`src/rtl/latency_set_statistics_unit_defines.svh`:
```
// ----------------------------------------------------------------------------
// Latency set statistics assertion macros
// Shared assertion macros for the latency set statistics unit.
// ----------------------------------------------------------------------------
`ifndef LATENCY_SET_STATISTICS_UNIT_DEFINES_SVH
`define LATENCY_SET_STATISTICS_UNIT_DEFINES_SVH

`ifndef SYNTHESIS
`define LSS_ASSERT(name, clk, rst_n, prop) \
  name: assert property (@(posedge clk) disable iff (!rst_n) prop) \
    else $error("lss assertion failed");
`define LSS_ASSERT_ALWAYS(name, clk, prop) \
  name: assert property (@(posedge clk) prop) \
    else $error("lss assertion failed");
`else
`define LSS_ASSERT(name, clk, rst_n, prop)
`define LSS_ASSERT_ALWAYS(name, clk, prop)
`endif

`endif

```
`src/rtl/lss_pkg.sv`:
```
// ----------------------------------------------------------------------------
// Latency set statistics package
// Shared sizes and the job record passed from the front to the back.
// ----------------------------------------------------------------------------
`default_nettype none
package lss_pkg;
  localparam int unsigned MAX_SAMPLES = 1024;
  localparam int unsigned SAMPLE_W    = 32;
  localparam int unsigned ADDR_W      = (MAX_SAMPLES > 1) ? $clog2(MAX_SAMPLES) : 1;
  localparam int unsigned CNT_W       = $clog2(MAX_SAMPLES + 1);
  localparam int unsigned SUM_W       = SAMPLE_W + ADDR_W;
  localparam int unsigned COUNT_OUT_W = 11;
  localparam int unsigned PCT_NUM     = 99;
  localparam int unsigned PCT_DEN     = 100;
  localparam int unsigned RES_W       = $clog2(PCT_DEN);
  localparam int unsigned BIT_W       = $clog2(SAMPLE_W);
  localparam int unsigned STEP_W      = $clog2(SUM_W + 1);

  typedef struct packed {
    logic [SAMPLE_W-1:0] min_ns;
    logic [SAMPLE_W-1:0] max_ns;
    logic [SUM_W-1:0]    sum;
    logic [CNT_W-1:0]    count;
    logic [CNT_W-1:0]    rank;
    logic                dropped;
    logic                bank;
  } job_t;
endpackage
`default_nettype wire

```
`src/rtl/lss_queue.sv`:
```
// ----------------------------------------------------------------------------
// Latency set statistics job queue
// Two-entry queue of finished sets between the front and the back.
// ----------------------------------------------------------------------------
`default_nettype none
module lss_queue import lss_pkg::*; (
  input  wire logic clk_i,
  input  wire logic rst_ni,
  input  wire logic push_valid_i,
  output logic      push_ready_o,
  input  job_t      push_data_i,
  output logic      pop_valid_o,
  input  wire logic pop_ready_i,
  output job_t      pop_data_o
);
  job_t       slot_q [2];
  logic [1:0] fill_q;
  logic       wp_q, rp_q, push, pop;

  assign push_ready_o = fill_q != 2'd2;
  assign pop_valid_o  = fill_q != 2'd0;
  assign push         = push_valid_i && push_ready_o;
  assign pop          = pop_valid_o && pop_ready_i;
  assign pop_data_o   = slot_q[rp_q];

  always_ff @(posedge clk_i) begin
    if (push) begin
      slot_q[wp_q] <= push_data_i;
    end
  end

  always_ff @(posedge clk_i or negedge rst_ni) begin
    if (!rst_ni) begin
      fill_q <= '0;
      wp_q   <= 1'b0;
      rp_q   <= 1'b0;
    end else begin
      if (push) begin
        wp_q <= !wp_q;
      end
      if (pop) begin
        rp_q <= !rp_q;
      end
      fill_q <= fill_q + {1'b0, push} - {1'b0, pop};
    end
  end
endmodule
`default_nettype wire

```
`config.mk`:
```
export PLATFORM = sky130hd
export DESIGN_NAME = lss_queue
export DESIGN_NICKNAME = d
export VERILOG_FILES = /design/src/rtl/latency_set_statistics_unit_defines.svh /design/src/rtl/lss_pkg.sv /design/src/rtl/lss_queue.sv
export SDC_FILE = /design/constraint.sdc
export NUM_CORES = 1
export LEC_CHECK = 0
export ABC_AREA = 1
export BUFFER_PORTS_ARGS = -buffer_cell sky130_fd_sc_hd__buf_2
export CORE_ASPECT_RATIO = 0.6
export CORE_MARGIN = 4
export CORE_UTILIZATION = 47
export DETAILED_ROUTE_END_ITERATION = 10
export PLACE_DENSITY_LB_ADDON = 0.25
export SLEW_MARGIN = 20
export SYNTH_ARGS = -nofsm -noshare
export SYNTH_HDL_FRONTEND = slang
export SYNTH_SLANG_ARGS = --single-unit
```
`constraint.sdc`:
```
create_clock -name clk_i -period 6.7 [get_ports clk_i]
set_clock_uncertainty 0.15 [all_clocks]
set_input_delay 0.67 -clock clk_i [delete_from_list [all_inputs] [get_ports clk_i]]
set_output_delay 0.67 -clock clk_i [all_outputs]
set_load 0.005 [all_outputs]
```
* After elaboration in Yosys (flattened, before gate mapping)
Memory sizes are Yosys's and may differ from the RTL's.
Cells that the tools add are included.
** Cells by class
- Reduce and logical (&&, ||, !) cells :: 5
- $add $sub $neg :: 2
- Equal/unequal tests :: 1
- Muxes and demuxes :: 2
** Operator list (number)
- $add 2x1->2 :: 1
- $logic_and 1x1->1 :: 2
- $logic_not 1->1 :: 2
- $mux 1 :: 2
- $ne 2x2->1 const B :: 1
- $reduce_bool 2->1 :: 1
- $sub 2x1->2 :: 1
** Word-level totals
- Word-level logic and storage cells :: 14
- Register bits :: 4
- Memories kept :: 1
- Memory bits (writable) :: 260
** Memory list
- slot_q :: words 2, width 130, read ports 1, clocked after Yosys merged registers in 0, wr ports 1, RTL line lss_queue.sv:16 : job_t slot_q [2];

* Logic depth before layout (Yosys ltp)
- Depth in word-level cells :: 4
- Gate-level depth with buffers :: 12

* Worst setup path after synthesis
No wires, ideal clock.
- Path kind :: input to register
- Start point :: input push_valid_i
- End point :: memory slot_q[1][0] in the netlist's numbering (enable)
- Setup slack :: -0.269 ns
- Stages on the path :: 2
- Setup time :: 0.622 ns
- Buffers on the path :: 0
- Arrival time :: 6.197 ns
- Cell sequence :: nand2_1 nor2_1
** Between the ends
- Longest elaborated chain between the ends :: 3
** Ends and longest elaborated chain
- start: declaration :: RTL line lss_queue.sv:9 : input wire logic push_valid_i,
- $logic_and 1x1->1 :: RTL line lss_queue.sv:22 : assign push = push_valid_i && push_ready_o;
- $mux 1 :: RTL line lss_queue.sv:27 : if (push) begin
- $mux 1 (not written as such) :: RTL line lss_queue.sv:28 : slot_q[wp_q] <= push_data_i;
- end: declaration :: RTL line lss_queue.sv:16
Every way passes these cells.

==> results.yml <==
clock_tree:
  clk_pin_slew_ns: 0.06
  clock-sinks: 264
  post_cts_buffers: 0
  clockBufferDepth: 3
  h-tree-depth: 1
  cts_tree: "done"
  clockRootBuffer: "clkbuf_16"
  numCtsBuffers: 24
  cts_resized: 0
  clk-insertion-delay-late_ns: 0.50
  cts_hold_buf: 1
pwr:
  peakVddDrop_uv: 233
  clockPowerShare: 0.246
  power.internal_w: 0.00349
  totalPowerFinal_w: 0.00511
  p_sw_w: 0.00162
  p_per_area_nw_per_um2: 427
  p_leak_nw: 5.17
  p_sw_frac: 0.317
  combPwrFrac: 0.286
  seq_power_share: 0.467
detailed_routing:
  num_vias: 5890
  via_per_inst: 4.64
  postRouteAntennaNets: 0
  drt_wl_total_mm: 19.8
  drt_iter0_markers: 373
  first_pass_iters: 4
  drcViolationCount: 0
  wl_per_cell_um: 15.6
floorplanning:
  die_y_um: 119
  start_util: 0.482
  die-area_um2: 23100
  row_count: 40
  core_um2: 20200
  ios: 266
  die_w_um: 194
synthesis:
  synth_area_um2: 9730
  synthDistinctLibCells: 14
  synth_seq_cells: 264
  synth.largest_area_cell: "edfxtp_1"
  yosysTopAreaCellShare: 0.802
  yosysWarnings: 0
  syn_avg_cell_area_um2: 13.7
  syn_nets: 846
  syn_inst: 711
  seq_area_frac_synth: 0.813
  synthTopCellsByArea: "edfxtp_1 80%, nand2_1 15%, buf_6 1.2%, dfrtp_1 1.0%, buf_4 0.85%"
flow_run:
  drv_cap: 0
hold_path:
  hold_end: "slot_q[0][91]"
  hold_depth: 1
  min_path_type: "primary input to register"
  worstHoldStart: "push_data_i[91]"
sta:
  hold_violations: 0
  timing.fmax_mhz: 261
  slew_viol_final: 0
  maxSlewHeadroom: 0.435
  period_share: 0.571
  fin_setup_tns_ns: 0
  tightestPinTransition_ns: 0.848
  finalSetupViolations: 0
  rsz0062_at_grt: "false"
  min_period_ns: 3.83
  whs_ns: 0.203
status:
  outcome: "completed"
place:
  dp.final_hpwl_mm: 12.9
  gp_congestion: 0.774
  io_buffers: 265
global_route:
  grtUsageTotal: 0.165
  grt_pass1_vias: 5563
  grt_pass1_wl_mm: 30.4
  grt-ovfl-total: 0
  grt_max_degree: 77
  antenna_found_initial: 6
layout:
  fill_cells: 1618
  finalNetCount: 1117
  final_cell_mix: "399 x nand2_1, 265 x buf_2, 260 x edfxtp_1"
  n_antenna_cell: 0
  layout-drive-gt1-share: 0.312
  mostFrequentLayoutCell: "nand2_1"
  syn_to_final_growth_pct: 23.1
critical_path:
  cp_max_fo: 76
  reg2reg_depth: 5
  r2r-end: "slot_q[0][65]"
  worstSetupEndpointType: "primary output"
  start_kind: "register"
  worstSetupPathType: "register to primary output"
  arrival_ns: 3.01
  r2r_setup_slack_ns: 4.10
  cp_data_required_time_ns: 5.88
  r2r_start: "fill_q[1]"
## synthesized netlist by cell type
library cell / n
buf_4: 11
inv_1: 7
a21oi_1: 1
ha_1: 1
xor2_1: 1
nand2_1: 399
buf_2: 8
inv_2: 1
nand3_1: 2
dfrtp_1: 4
o21ai_0: 1
nor2_1: 5
edfxtp_1: 260
buf_6: 10
## sequential cells by signal (all words and copies together), names as in the netlist
signal  flops
slot_q    260
fill_q      2
rp_q        1
wp_q        1
## power by group through the flow
stage | registers [W] | clock network (W) | logic (W)
detailed placement | 0.00243 | 0 | 0.00150
global route | 0.00242 | 0.00137 | 0.00167
CTS | 0.00239 | 0.00130 | 0.00151
global placement | 0.00242 | 0 | 0.00150
finish | 0.00239 | 0.00126 | 0.00146
floorplan | 0.00239 | 0 | 0.000910
## critical path, cell delays in order (launching register included)
cell and delay [ns]:
dfrtp_4 0.73, inv_4 0.55, buf_4 0.74, nand2_1 0.10, nand2_1 0.13, buf_2 0.12
## worst max-delay path by stage
| stage | start | end | slack, ns | depth (start not counted) |
|---|---|---|---|---|
| final | rp_q | pop_data_o[51] | 2.87 | 5 |
| after global routing | rp_q | pop_data_o[51] | 2.63 | 5 |
| after CTS | rp_q | pop_data_o[51] | 2.82 | 5 |
| after detailed placement | rp_q | pop_data_o[51] | 3.38 | 5 |
| after global placement | rp_q | pop_data_o[51] | 3.40 | 5 |
| after floorplan | push_valid_i | slot_q[1][0] | 1.92 | 2 |
## stage by stage
step                      instances  worst slack [ns]   util  area, um2
final                          1269              2.87  0.594      12000
after global routing           1269              2.63  0.594      12000
after CTS                      1269              2.82  0.594      12000
after detailed placement       1228              3.38  0.558      11200
after global placement         1228              3.40  0.558      11200
after floorplan                 711              1.92      -       9740
## cell type report
| cell class | instances | area (um2) | share of cell area |
|---|---|---|---|
| sequential | 264 | 7910 | 0.661 |
| multi-input combinational | 410 | 1570 | 0.131 |
| timing repair buffer | 274 | 1400 | 0.117 |
| clock buffer | 28 | 637 | 0.0532 |
| tap | 273 | 342 | 0.0285 |
| clock inverter | 12 | 85.1 | 0.00710 |
| inverter | 8 | 32.5 | 0.00272 |
## cell families (layout without fill, tap and decap cells)
family | count (synthesis) | after routing | share of synthesized area
simple gates | 406 | 406 | 0.157
flops | 264 | 264 | 0.813
buf+inv | 37 | 322 | 0.0273
compound gates | 2 | 2 | 0.00103
fa+ha+maj | 1 | 1 | 0.00129
xor+xnor | 1 | 1 | 0.000900
## layer usage
metal / global-route usage / up-vias / wire length [um]
met5: 0 / - / 82
met4: 0.0385 / 12 / 376
met3: 0.0701 / 40 / 2030
met2: 0.244 / 203 / 8710
met1: 0.231 / 2697 / 8650
li1: - / 2938 / -
Power figures use the tool's default switching activity.
