File: config.mk
export PLATFORM = sky130hd
export DESIGN_NAME = lss_front
export DESIGN_NICKNAME = d
export VERILOG_FILES = /design/src/rtl/latency_set_statistics_unit_defines.svh /design/src/rtl/lss_pkg.sv /design/src/rtl/lss_front.sv
export SDC_FILE = /design/constraint.sdc
export NUM_CORES = 1
export LEC_CHECK = 0
export CAP_MARGIN = 20
export CORE_UTILIZATION = 25
export DETAILED_ROUTE_END_ITERATION = 6
export DONT_BUFFER_PORTS = 1
export GPL_ROUTABILITY_DRIVEN = 0
export PLACE_DENSITY = 0.44
export SYNTH_ARGS = -nofsm -noshare
export SYNTH_HDL_FRONTEND = slang
export SYNTH_SLANG_ARGS = --single-unit
File: constraint.sdc
create_clock -name clk_i -period 4.5 [get_ports clk_i]
set_clock_uncertainty 0.05 [all_clocks]
set_input_delay 0 -clock clk_i [delete_from_list [all_inputs] [get_ports clk_i]]
set_output_delay 0 -clock clk_i [all_outputs]
set_load 0.005 [all_outputs]
File: src/rtl/latency_set_statistics_unit_defines.svh
// ----------------------------------------------------------------------------
// Latency set statistics assertion macros
// Shared assertion macros for the latency set statistics unit.
// ----------------------------------------------------------------------------
`ifndef LATENCY_SET_STATISTICS_UNIT_DEFINES_SVH
`define LATENCY_SET_STATISTICS_UNIT_DEFINES_SVH

`ifndef SYNTHESIS
`define LSS_ASSERT(name, clk, rst_n, prop) \
  name: assert property (@(posedge clk) disable iff (!rst_n) prop) \
    else $error("lss assertion failed");
`define LSS_ASSERT_ALWAYS(name, clk, prop) \
  name: assert property (@(posedge clk) prop) \
    else $error("lss assertion failed");
`else
`define LSS_ASSERT(name, clk, rst_n, prop)
`define LSS_ASSERT_ALWAYS(name, clk, prop)
`endif

`endif

File: src/rtl/lss_pkg.sv
// ----------------------------------------------------------------------------
// Latency set statistics package
// Shared sizes and the job record passed from the front to the back.
// ----------------------------------------------------------------------------
`default_nettype none
package lss_pkg;
  localparam int unsigned MAX_SAMPLES = 1024;
  localparam int unsigned SAMPLE_W    = 32;
  localparam int unsigned ADDR_W      = (MAX_SAMPLES > 1) ? $clog2(MAX_SAMPLES) : 1;
  localparam int unsigned CNT_W       = $clog2(MAX_SAMPLES + 1);
  localparam int unsigned SUM_W       = SAMPLE_W + ADDR_W;
  localparam int unsigned COUNT_OUT_W = 11;
  localparam int unsigned PCT_NUM     = 99;
  localparam int unsigned PCT_DEN     = 100;
  localparam int unsigned RES_W       = $clog2(PCT_DEN);
  localparam int unsigned BIT_W       = $clog2(SAMPLE_W);
  localparam int unsigned STEP_W      = $clog2(SUM_W + 1);

  typedef struct packed {
    logic [SAMPLE_W-1:0] min_ns;
    logic [SAMPLE_W-1:0] max_ns;
    logic [SUM_W-1:0]    sum;
    logic [CNT_W-1:0]    count;
    logic [CNT_W-1:0]    rank;
    logic                dropped;
    logic                bank;
  } job_t;
endpackage
`default_nettype wire

File: src/rtl/lss_front.sv
// ----------------------------------------------------------------------------
// Latency set statistics front end
// Accepts samples, stores them and keeps running min, max, sum and rank.
// ----------------------------------------------------------------------------
`default_nettype none
module lss_front import lss_pkg::*; (
  input  wire logic                clk_i,
  input  wire logic                rst_ni,
  input  wire logic                in_valid_i,
  output logic                     in_ready_o,
  input  wire logic [SAMPLE_W-1:0] sample_ns_i,
  input  wire logic                last_sample_i,
  output logic      [1:0]          we_o,
  output logic      [ADDR_W-1:0]   waddr_o,
  output logic      [SAMPLE_W-1:0] wdata_o,
  output logic                     job_valid_o,
  input  wire logic                job_ready_i,
  output job_t                     job_o,
  input  wire logic                rel_valid_i,
  input  wire logic                rel_bank_i
);
  logic [CNT_W-1:0]    count_q, count_d, rank_q, rank_d;
  logic [RES_W-1:0]    res_q, res_d;
  logic [SAMPLE_W-1:0] min_q, min_d, max_q, max_d;
  logic [SUM_W-1:0]    sum_q, sum_d;
  logic                drop_q, drop_d, bank_q, bank_d;
  logic [1:0]          busy_q, busy_d;
  logic                accept, keep;

  assign in_ready_o = !busy_q[bank_q] && job_ready_i;
  assign accept     = in_valid_i && in_ready_o;
  assign keep       = count_q < CNT_W'(MAX_SAMPLES);
  assign waddr_o    = count_q[ADDR_W-1:0];
  assign wdata_o    = sample_ns_i;
  assign we_o[0]    = accept && keep && !bank_q;
  assign we_o[1]    = accept && keep && bank_q;
  assign job_valid_o = accept && last_sample_i;

  always_comb begin
    min_d   = min_q;
    max_d   = max_q;
    sum_d   = sum_q;
    count_d = count_q;
    rank_d  = rank_q;
    res_d   = res_q;
    drop_d  = drop_q;
    bank_d  = bank_q;
    busy_d  = busy_q;
    if (accept) begin
      if (keep) begin
        if (sample_ns_i < min_q) begin
          min_d = sample_ns_i;
        end
        if (sample_ns_i > max_q) begin
          max_d = sample_ns_i;
        end
        sum_d   = sum_q + SUM_W'(sample_ns_i);
        count_d = count_q + CNT_W'(1);
        if (res_q >= RES_W'(PCT_DEN - PCT_NUM)) begin
          rank_d = rank_q + CNT_W'(1);
          res_d  = res_q - RES_W'(PCT_DEN - PCT_NUM);
        end else begin
          res_d = res_q + RES_W'(PCT_NUM);
        end
      end else begin
        drop_d = 1'b1;
      end
    end
    job_o.min_ns  = min_d;
    job_o.max_ns  = max_d;
    job_o.sum     = sum_d;
    job_o.count   = count_d;
    job_o.rank    = rank_d;
    job_o.dropped = drop_d;
    job_o.bank    = bank_q;
    if (rel_valid_i) begin
      busy_d[rel_bank_i] = 1'b0;
    end
    if (job_valid_o) begin
      busy_d[bank_q] = 1'b1;
      bank_d  = !bank_q;
      min_d   = '1;
      max_d   = '0;
      sum_d   = '0;
      count_d = '0;
      rank_d  = '0;
      res_d   = '0;
      drop_d  = 1'b0;
    end
  end

  always_ff @(posedge clk_i or negedge rst_ni) begin
    if (!rst_ni) begin
      min_q   <= '1;
      max_q   <= '0;
      sum_q   <= '0;
      count_q <= '0;
      rank_q  <= '0;
      res_q   <= '0;
      drop_q  <= 1'b0;
      bank_q  <= 1'b0;
      busy_q  <= '0;
    end else begin
      min_q   <= min_d;
      max_q   <= max_d;
      sum_q   <= sum_d;
      count_q <= count_d;
      rank_q  <= rank_d;
      res_q   <= res_d;
      drop_q  <= drop_d;
      bank_q  <= bank_d;
      busy_q  <= busy_d;
    end
  end
endmodule
`default_nettype wire

Word-level counts from Yosys, hierarchy flattened --
Cells that the tools add are included.
Word-level totals: input bits 39, word-level logic and storage cells 71, output and inout bits 176, register bits 139
Cells by class: bitwise gates (word level) 3, $add $sub $neg 5, reductions and logical operators 13, muxes and demuxes 33, $lt $le $gt $ge 8
Operators with widths (number):
- 32-bit 2-to-1 mux | 8
- 42-bit 2-to-1 mux | 3
- 11-bit 2-to-1 mux | 7
- 42-bit by 32-bit adder with 42-bit output | 1
- 32-bit > comparator | 1
- 32-bit less-than comparator | 1
- 7-bit 2-to-1 mux | 4
- 11-bit by 1-bit adder with 11-bit output (second input constant) | 2
- 11-bit less-than comparator (second input constant) | 1
- 1-bit logical AND | 8
- 7-bit adder (second input constant) | 1
- 7-bit by 1-bit >= comparator with 1-bit output (second input constant) | 1
- 1-bit 2-to-1 mux | 7
- 7-bit by 1-bit subtractor with 7-bit output (second input constant) | 1
- 1-bit by 2-bit less-than comparator with 1-bit output (second input constant) | 2
- 2-bit 2-to-1 mux | 2
- 2-bit nonzero test | 2
- 2-bit bitwise AND | 1
- 1-bit demux with 1-bit select | 2
- 1-bit >= comparator (second input constant) | 2
- 1-bit logical NOT | 2
- 2-bit NOT | 1
- 2-bit OR | 1
- 2-bit AND reduction | 1

Logic depth before layout (Yosys ltp) --
Gate-level depths: netlist of the first run.
word-level depth 9, mapped depth 11, mapped depth without buffers 10

Worst setup path after synthesis of the first run --
OpenSTA, ideal clock, no wires.
kind reg-to-reg, start register sum_q[0], end register sum_q[18], path buffers 0, arrival time 2.567 ns, setup time 0.119 ns, period minus slack after synthesis 2.736 ns, data required time 4.331 ns, path slack 1.764 ns, cell stages (with the launch flop) 11, cell sequence dfrtp_1 > ha_1 > fa_1 > a21oi_1 > o21ai_0 > a221oi_1 > o21a_1 > o211ai_1 > xor2_1 > mux2_2 > and2_1
RTL lines:
- start, declared | RTL line lss_front.sv:25 | logic [SUM_W-1:0] sum_q, sum_d;
- start signal, assigned | RTL line lss_front.sv:106 | sum_q <= sum_d;

==> run metrics, run 1 <==
top_reg_cell synth=dfrtp_1; synth top area cells=dfrtp_1, ha_1, dfstp_2; flops & latches, synth=139; grt total ovfl=0; hpwl dp=22500 µm; PD cells=613 mW/mm²; DRT Wirelength=32400 µm; Yosys top cell by area=dfrtp_1; fmax=274 MHz; 1st-iter DRT viols=371; CP max stage cell=a21oi_1; Commonest cells post-synth=nand2_1, dfrtp_1, ha_1; via count of the routed design=7730; H-tree depth=4; # diodes=0; Leak Pwr=0.00543 µW; Syn Area/Cell=9.25 µm²; DRT Pass-1 Iters=5; worst hold start=in_valid_i; sequential area share after synthesis=34.6%; TritonCTS buffer count=17; share of the synthesized area in the top cell type=26.3%; Critical Path Start=sum_q[0]; Hold Vio Cnt, Final=0; nets=1233; row count=73; first-pass GRT wire length=49200 µm; cell count after synthesis=1099; post-synthesis instance area=0.0102 mm²; RSZ-0062 raised after global routing=no; P&R area growth vs syn=12.4%; status=completed; largest net degree at the start of global routing=140; DR vias/cell=4.74; Max-Cap Viols=0; Residual DRC=0; startpoint types=flip-flop; I/O pins=215; Worst setup EP type=output port; EDFF count, synth=0; Fillers=4245; Async SR Flop Fraction=100%; post-route setup TNS=0 ns; Worst-Skew Late Latency=0.49 ns; Syn Nets=1238; register area=0.00352 mm²; Crit Path Category=reg2out; most frequent cell after synthesis=nand2_1; Power Total=7010 µW; Worst Path Arrival=3.60 ns; final worst path period share=81.2%; Port-buffer cells=0; hold slack final=0.0146 ns; Least-Margin Pin Slew=1.04 ns; VDD IR max=0.267 mV; full die area=0.0415 mm²; layout cells sized above 1=14.2%; Detail Route Antenna Nets=0; Root Buffer=clkbuf_16; max incr delay on CP=0.51 ns; Multi-input gate area=0.00588 mm²; cell chain of the critical path=ha_1 -> fa_1 -> a21oi_1 -> o211ai_1 -> a21oi_1 -> o211ai_2 -> o21a_1 -> a21oi_1 -> xor2_1 -> o21ai_0; clock transition at the registers of the reported paths=0.06 ns; vias in the first global route=7786; Tmin final=3.65 ns; Rel. slew slack=30.4%; Total GRT Usage=16.2%; CTS tree=done; Starting Density=25.5%; final slew viol count=0; CORE AREA=0.0399 mm²; Req. time, crit path=4.45 ns; initial antenna violation count=0; routed len/inst=19.9 µm; HP Class=in2reg; setup bufs post-CTS=0; final setup violation count=0; clk sinks=139; die span in x=204 µm; worst-path fanout max=4; chip height=204 µm; Synth Warn #=0; post_cts resized=0; Cell variety after synth=61; Max clock buf depth=2; reg2reg start=min_q[1]; Most common cell on crit path=a21oi_1
==> routing by layer <==
layer,up-vias,track usage (%),share of wire [%]
met1,3762,20.6,46
met2,173,25.8,47
li1,3770,-,-
met4,0,4.86,1.3
met3,25,5.56,6.0
met5,-,0,0
==> critical path, delay by kind of cell, from the launching register on <==
kind / cells / cell delay (ns)
xor+xnor: 1 / 0.12
compound gates: 7 / 2.01
flops: 1 / 0.38
fa+ha+maj: 2 / 0.62
==> area by class of cell <==
| cell class | instances | share of cell area [%] |
|---|---|---|
| multi-input cells | 800 | 51.4 |
| flip-flops and latches | 139 | 30.8 |
| well taps | 525 | 5.75 |
| repair buffers | 54 | 4.60 |
| clock buffers | 21 | 3.94 |
| inverters | 82 | 2.69 |
| clock inverters | 11 | 0.767 |
==> kinds of logic (layout without fill, tap and decap cells) <==
logic type / Yosys count / after routing / share of synthesized area (%)
AOI/OAI and AO/OA: 214 / 214 / 13.5
muxes: 72 / 72 / 9.05
xor gates and xnor gates: 58 / 58 / 5.00
and+or+nand+nor: 356 / 356 / 17.7
buffers and inverters: 160 / 168 / 7.79
adders and majority gates: 100 / 100 / 12.4
DFF: 139 / 139 / 34.6
==> final timing paths <==
kind                              end  slack (ns)  cells after the start
max                         job_o[52]        0.85                     10
min                        count_q[1]        0.01                      3
max reg2reg                  min_q[3]        1.13                     10
min reg2reg                 busy_q[1]        0.46                      1
max in group asynchronous   max_q[26]        3.63                      2
min in group asynchronous    max_q[9]        0.15                      2
==> through the flow <==
step / instance area, µm² / instances / utilization [%] / setup WS, ns
2_1_floorplan: 10200 / 1099 / - / 1.76
3_3_place_gp: 10500 / 1559 / 26.2 / 1.11
6_report: 11400 / 1632 / 28.6 / 0.846
5_1_grt: 11400 / 1632 / 28.6 / 0.591
3_5_place_dp: 10500 / 1559 / 26.2 / 1.15
4_1_cts: 11400 / 1632 / 28.6 / 0.828
==> power breakdown <==
part / internal [µW] / leakage, µW / switching [µW]
Clock: 724 / 0.000251 / 652
Sequential: 1790 / 0.00175 / 292
Combinational: 1550 / 0.00344 / 2010
Total: 4060 / 0.00543 / 2950
==> layout by cell type, fill, tap and decap left out, types with 4 or more instances in the layout <==
cell	n
nand2b_1	36
a22o_1	6
o21ai_0	40
a21o_1	27
clkbuf_16	17
and3_1	9
dfrtp_1	107
nand2_1	116
xor2_1	23
inv_6	4
mux2_2	39
and2_1	72
o21bai_1	4
o211ai_1	8
buf_4	13
a21oi_1	78
a31oi_1	5
dlygate4sd3_1	40
clkinvlp_4	4
mux2_4	30
nand3_1	23
nor2_1	45
nor3_1	11
inv_1	82
o21a_1	9
o31ai_1	7
xnor2_1	35
ha_1	99
nand4_1	26
dfstp_2	32
==> sequential cells by signal, indices dropped and copies added, names as in the netlist <==
register,count
rank_q,11
max_q,32
res_q,7
bank_q,1
busy_q,2
drop_q,1
sum_q,42
min_q,32
count_q,11
==> what timing repair did <==
item | CTS | global route
endpoints found under the hold margin | 269 | 0
endpoints found under the setup margin | 0 | 0
hold buffers | 41 | 0
Note: power is estimated with default switching activity, not from simulation.
==> inputs of run 2 (changes only) <==
PLACE_DENSITY = 0.46   (was 0.44)
clock period = 3.3 ns   (was 4.5 ns; I/O delays follow)
==> run 2 against run 1 <==
Die area stayed put. Register-to-register slack got worse by 0.72 ns. Utilization increased by 3.9 points. Non-clock buffer count increased by 99. Via count up 6.1%. Routed wire length rose by 3.6%. Worst hold slack worse by 0.0050 ns.
==> run metrics, run 2 (same netlist as run 1, synthesis figures left out) <==
hpwl dp=22400 µm; max incr delay on CP=0.53 ns; worst-path fanout max=12; max FFs per register=42; final core utilization=32.5%; Rel. slew slack=42.7%; Starting Density=25.5%; first-pass GRT wire length=50000 µm; Crit Path Category=reg2out; Max-Cap Viols=0; cell chain of the critical path=inv_1 -> ha_2 -> o21a_1 -> nor2_2 -> o31ai_4 -> a2111oi_4 -> o31ai_2 -> a21o_4 -> buf_12 -> mux2_2 -> buf_4; clock transition at the registers of the reported paths=0.06 ns; 1st-iter DRT viols=322; Worst Path Arrival=3.23 ns; chip height=204 µm; placed cell count=1642; Hold Vio Cnt, Final=0; final slew viol count=0; DRT Pass-1 Iters=5; Port-buffer cells=0; commonest non-fill, non-tap cells in the layout=nand2_1, dfrtp_1, inv_1; Leak Pwr=0.00610 µW; grt total ovfl=0; Req. time, crit path=3.25 ns; via count of the routed design=8205; vias in the first global route=8182; Max clock buf depth=2; DR vias/cell=4.74; nets=1332; I/O pins=215; RSZ-0062 raised after global routing=yes; routed len/inst=19.4 µm; Final Instance Count excl. Fillers=1732; H-tree depth=4; HP Class=in2reg; Total GRT Usage=16.1%; row count=73; Residual DRC=0; VDD IR max=0.410 mV; initial antenna violation count=0; PD cells=855 mW/mm²; CP max stage cell=dfstp_2; P&R area growth vs syn=27.6%; final worst slack=0.0244 ns; final setup violation count=0; largest net degree at the start of global routing=140; clk sinks=139; Place WS=-0.0677 ns; die span in x=204 µm; hold slack final=0.00958 ns; Fillers=4105; Least-Margin Pin Slew=0.859 ns; Worst setup EP type=output port; DRT Wirelength=33600 µm; full die area=0.0415 mm²; TritonCTS buffer count=17; startpoint types=flip-flop; status=completed; layout cells sized above 1=26.5%; CORE AREA=0.0399 mm²; Detail Route Antenna Nets=0; final worst path period share=99.3%; Tmin final=3.28 ns; CTS tree=done; Worst-Skew Late Latency=0.48 ns; commonest non-fill, non-tap cell in the layout=nand2_1; biggest regs=sum_q x42, max_q x32, min_q x32; Root Buffer=clkbuf_16; largest register by flop count=sum_q; fmax=305 MHz
## run 2: cell types whose count changed in the layout (fill, tap and decap cells not counted), moves of 17 or more
cell / before / now
mux2_2: 39 / 22
ha_1: 99 / 77
ha_4: 0 / 17
buf_4: 13 / 69
buf_6: 0 / 34
mux2_4: 30 / 47
## run 2: final cells by class
class	instances	area, µm²	area share (%)
Timing Repair Buffer	153	1520	11.7
Sequential cell	139	3520	27.1
Multi-Input combinational cell	800	6410	49.4
Clock inverter	12	118	0.906
Antenna cell	1	2.50	0.0193
Tap cell	525	657	5.06
Clock buffer	20	447	3.44
Inverter	82	308	2.37
## run 2: power by group
part,switching [µW],internal (µW)
Clock,878,1060
Combinational,3120,3160
Sequential,439,2440
Total,4440,6660
## run 2: through the flow
step | setup TNS (ns) | instance area (µm²) | power (µW)
3_3_place_gp | 0 | 11100 | 8250
4_1_cts | -0.0145 | 12400 | 10700
3_5_place_dp | -1.42 | 11100 | 8300
6_report | 0 | 13000 | 11100
5_1_grt | -1.94 | 13000 | 12000
2_1_floorplan | 0 | 10200 | 6440
## run 2: final timing paths
check | startpoint | slack, ns | cells after the start | to
worst max-delay path | min_q[3] | 0.02 | 11 | job_o[98]
worst min-delay path | sample_ns_i[12] | 0.01 | 4 | sum_q[12]
worst max register to register | min_q[3] | 0.41 | 11 | min_q[31]
worst min register to register | busy_q[1] | 0.47 | 1 | busy_q[1]
max in group asynchronous | rst_ni | 2.40 | 2 | count_q[5]
min in group asynchronous | rst_ni | 0.10 | 2 | max_q[17]
## run 2: layer usage
layer | GRT usage (%) | wire [µm]
met5 | 0 | 0
met4 | 5.05 | 525
met3 | 6.63 | 2540
met2 | 24.8 | 15500
met1 | 20.4 | 15100
## run 2: timing repair
| action | 4_1_cts | 5_1_grt |
|---|---|---|
| pin swaps | 12 | 14 |
| hold endpoints to repair | 288 | 0 |
| cloned | 1 | 3 |
| endpoints found under the setup margin | 109 | 78 |
| setup buffers | 6 | 7 |
| resized for setup | 40 | 105 |
| hold buffers | 41 | 0 |
## run 2: critical path: cells and delay by family (launching register included)
kind	cells	cell delay, ns
AOI/OAI and AO/OA	5	1.12
DFF	1	0.53
buffers and inverters	3	0.36
muxes	1	0.36
adders and majority gates	1	0.30
and+or+nand+nor	1	0.05
==> inputs of run 3 (changes only) <==
ABC_AREA = 1   (was default)
==> run 3 against run 2 <==
Fmax is 7.5% higher. Largest cell class unchanged. Routed wire length is 21% higher. Total power is 2.0% lower. Clock power hardly changed. Sequential share of layout area is 0.58 points higher. Flip-flop and latch count stayed put. Largest power group unchanged.
==> run metrics, run 3 <==
startpoint types=flip-flop; VDD IR max=0.311 mV; Worst Setup EP=job_o[103]; post-route setup TNS=0 ns; hold slack final=0.0304 ns; clock transition at the registers of the reported paths=0.07 ns; EDFF count, synth=0; Async SR Flop Fraction=100%; Detail Route Antenna Nets=0; final worst path period share=92.4%; clk sinks=139; Worst-Skew Late Latency=0.45 ns; most frequent cell after synthesis=nand2_1; PD cells=856 mW/mm²; cell count after synthesis=1694; worst reg2reg path depth=14; Yosys top cell by area=dfrtp_1; DRT Wirelength=40600 µm; Req. time, crit path=3.25 ns; P&R area growth vs syn=11.3%; Commonest cells post-synth=nand2_1, inv_1, nor2_1; Fillers=4995; DRT Pass-1 Iters=5; share of the synthesized area in the top cell type=23.5%; flops & latches, synth=139; Syn Nets=1833; Leak Pwr=0.00683 µW; biggest regs=sum_q x42, max_q x32, min_q x32; r2r endpoint=sum_q[30]; TritonCTS buffer count=17; max FFs per register=42; grt total ovfl=0; commonest non-fill, non-tap cells in the layout=nand2_1, inv_1, nor2_1; chip height=216 µm; routed len/inst=17.8 µm; final setup violation count=0; FF-to-FF setup slack=0.64 ns; synth top area cells=dfrtp_1, nand2_1, ha_1; Rel. slew slack=37.3%; Starting Density=25.6%; DR vias/cell=4.56; nets=1814; final worst slack=0.252 ns; Least-Margin Pin Slew=0.941 ns; initial antenna violation count=6; Place WS=0.579 ns; via count of the routed design=10400; Final Instance Count excl. Fillers=2281; placed cell count=2207; Cell variety after synth=41; commonest non-fill, non-tap cell in the layout=nand2_1; full die area=0.0465 mm²; I/O pins=215; Syn Area/Cell=6.74 µm²; Residual DRC=0; Worst setup EP type=output port; worst-path fanout max=27; largest net degree at the start of global routing=140; Max-Cap Viols=0; Hold Vio Cnt, Final=0; HP Class=in2reg; vias in the first global route=10500; H-tree depth=4; final slew viol count=0; setup bufs post-CTS=0; die span in x=216 µm; Worst Path Arrival=3.00 ns; CTS tree=done; 1st-iter DRT viols=659; top_reg_cell synth=dfrtp_1; post-synthesis instance area=0.0114 mm²; sequential area share after synthesis=30.8%; largest register by flop count=sum_q; hpwl dp=28700 µm; Total GRT Usage=17.8%; Port-buffer cells=0; Synth Warn #=0; reg2reg start=sum_q[0]; Max clock buf depth=2; RSZ-0062 raised after global routing=no; Critical Path Start=bank_q; Crit Path Category=reg2out; row count=77; fmax=328 MHz; layout cells sized above 1=7.94%; Tmin final=3.05 ns; status=completed; CORE AREA=0.0446 mm²; final core utilization=28.5%; first-pass GRT wire length=62700 µm; Root Buffer=clkbuf_16
run 3: cell types whose count changed in the layout (fill, tap and decap cells not counted), moves of 34 or more:
| cell | before | now |
|---|---|---|
| inv_1 | 79 | 284 |
| nand3_1 | 22 | 140 |
| nand2_1 | 109 | 419 |
| buf_6 | 34 | 0 |
| nand2b_1 | 36 | 0 |
| nor2_1 | 43 | 201 |
| mux2_4 | 47 | 0 |
| buf_4 | 69 | 9 |
| and2_1 | 73 | 1 |
run 3: kinds of logic (layout without fill, tap and decap cells):
kind of cell	count (synthesis)	after routing	share of synthesized area [%]
AO/OA/AOI/OAI	169	169	8.10
XOR/XNOR	25	25	1.92
adder cells (fa/ha/maj)	100	100	11.0
buffers and inverters	375	369	14.4
flip-flops	139	139	30.8
other	0	1	0
AND/OR/NAND/NOR	886	886	33.7
run 3: where the power goes:
| part | switching [µW] | leakage, µW | internal, µW |
|---|---|---|---|
| registers | 412 | 0.00170 | 2530 |
| clock network | 834 | 0.000274 | 1110 |
| logic | 4040 | 0.00486 | 1950 |
run 3: metrics by stage:
step / power [µW] / instance area, µm²
6_report: 10900 / 12700
5_1_grt: 12100 / 12700
4_1_cts: 11000 / 12700
3_5_place_dp: 8870 / 11700
3_3_place_gp: 8780 / 11700
2_1_floorplan: 7330 / 11400
run 3: layout make-up:
cell class / instances / area [µm²] / share of cell area (%)
Multi-Input combinational cell: 1180 / 6270 / 49.4
Sequential cell: 139 / 3520 / 27.7
Inverter: 286 / 1070 / 8.45
Tap cell: 592 / 741 / 5.83
Timing Repair Buffer: 51 / 515 / 4.06
Clock buffer: 22 / 484 / 3.81
Clock inverter: 10 / 92.6 / 0.729
Antenna cell: 1 / 2.50 / 0.0197
run 3: worst min path at each step:
| stage | depth (start not counted) | to | from | slack (ns) |
|---|---|---|---|---|
| final | 6 | sum_q[24] | sample_ns_i[24] | 0.03 |
| after global routing | 6 | res_q[5] | job_ready_i | 0.06 |
| after CTS | 5 | sum_q[10] | sample_ns_i[10] | 0.002 |
| after detailed placement | 0 | rank_q[3] | rst_ni | -0.33 |
| after global placement | 0 | rank_q[3] | rst_ni | -0.33 |
| after floorplan | 0 | bank_q | rst_ni | -0.35 |
run 3: critical path, stage by stage, from the launching register on:
cell and delay, ns:
dfrtp_1 0.46, nand2_1 0.09, nand2_1 0.07, a21oi_4 0.17, nand2_2 0.09, nor2_4 0.32
inv_2 0.22, nor3_4 0.39, buf_4 0.41, nand3_1 0.16, nand2_1 0.14
run 3: repair_timing:
item,CTS,global route
hold buffers,41,0
endpoints found under the hold margin,261,0
gates resized for setup,0,3
endpoints found under the setup margin,0,4
run 3: routing by layer:
| metal | wire, µm | global-route usage [%] |
|---|---|---|
| met5 | 10 | 0 |
| met4 | 507 | 4.09 |
| met3 | 2330 | 4.67 |
| met2 | 18300 | 28.3 |
| met1 | 19400 | 23.8 |
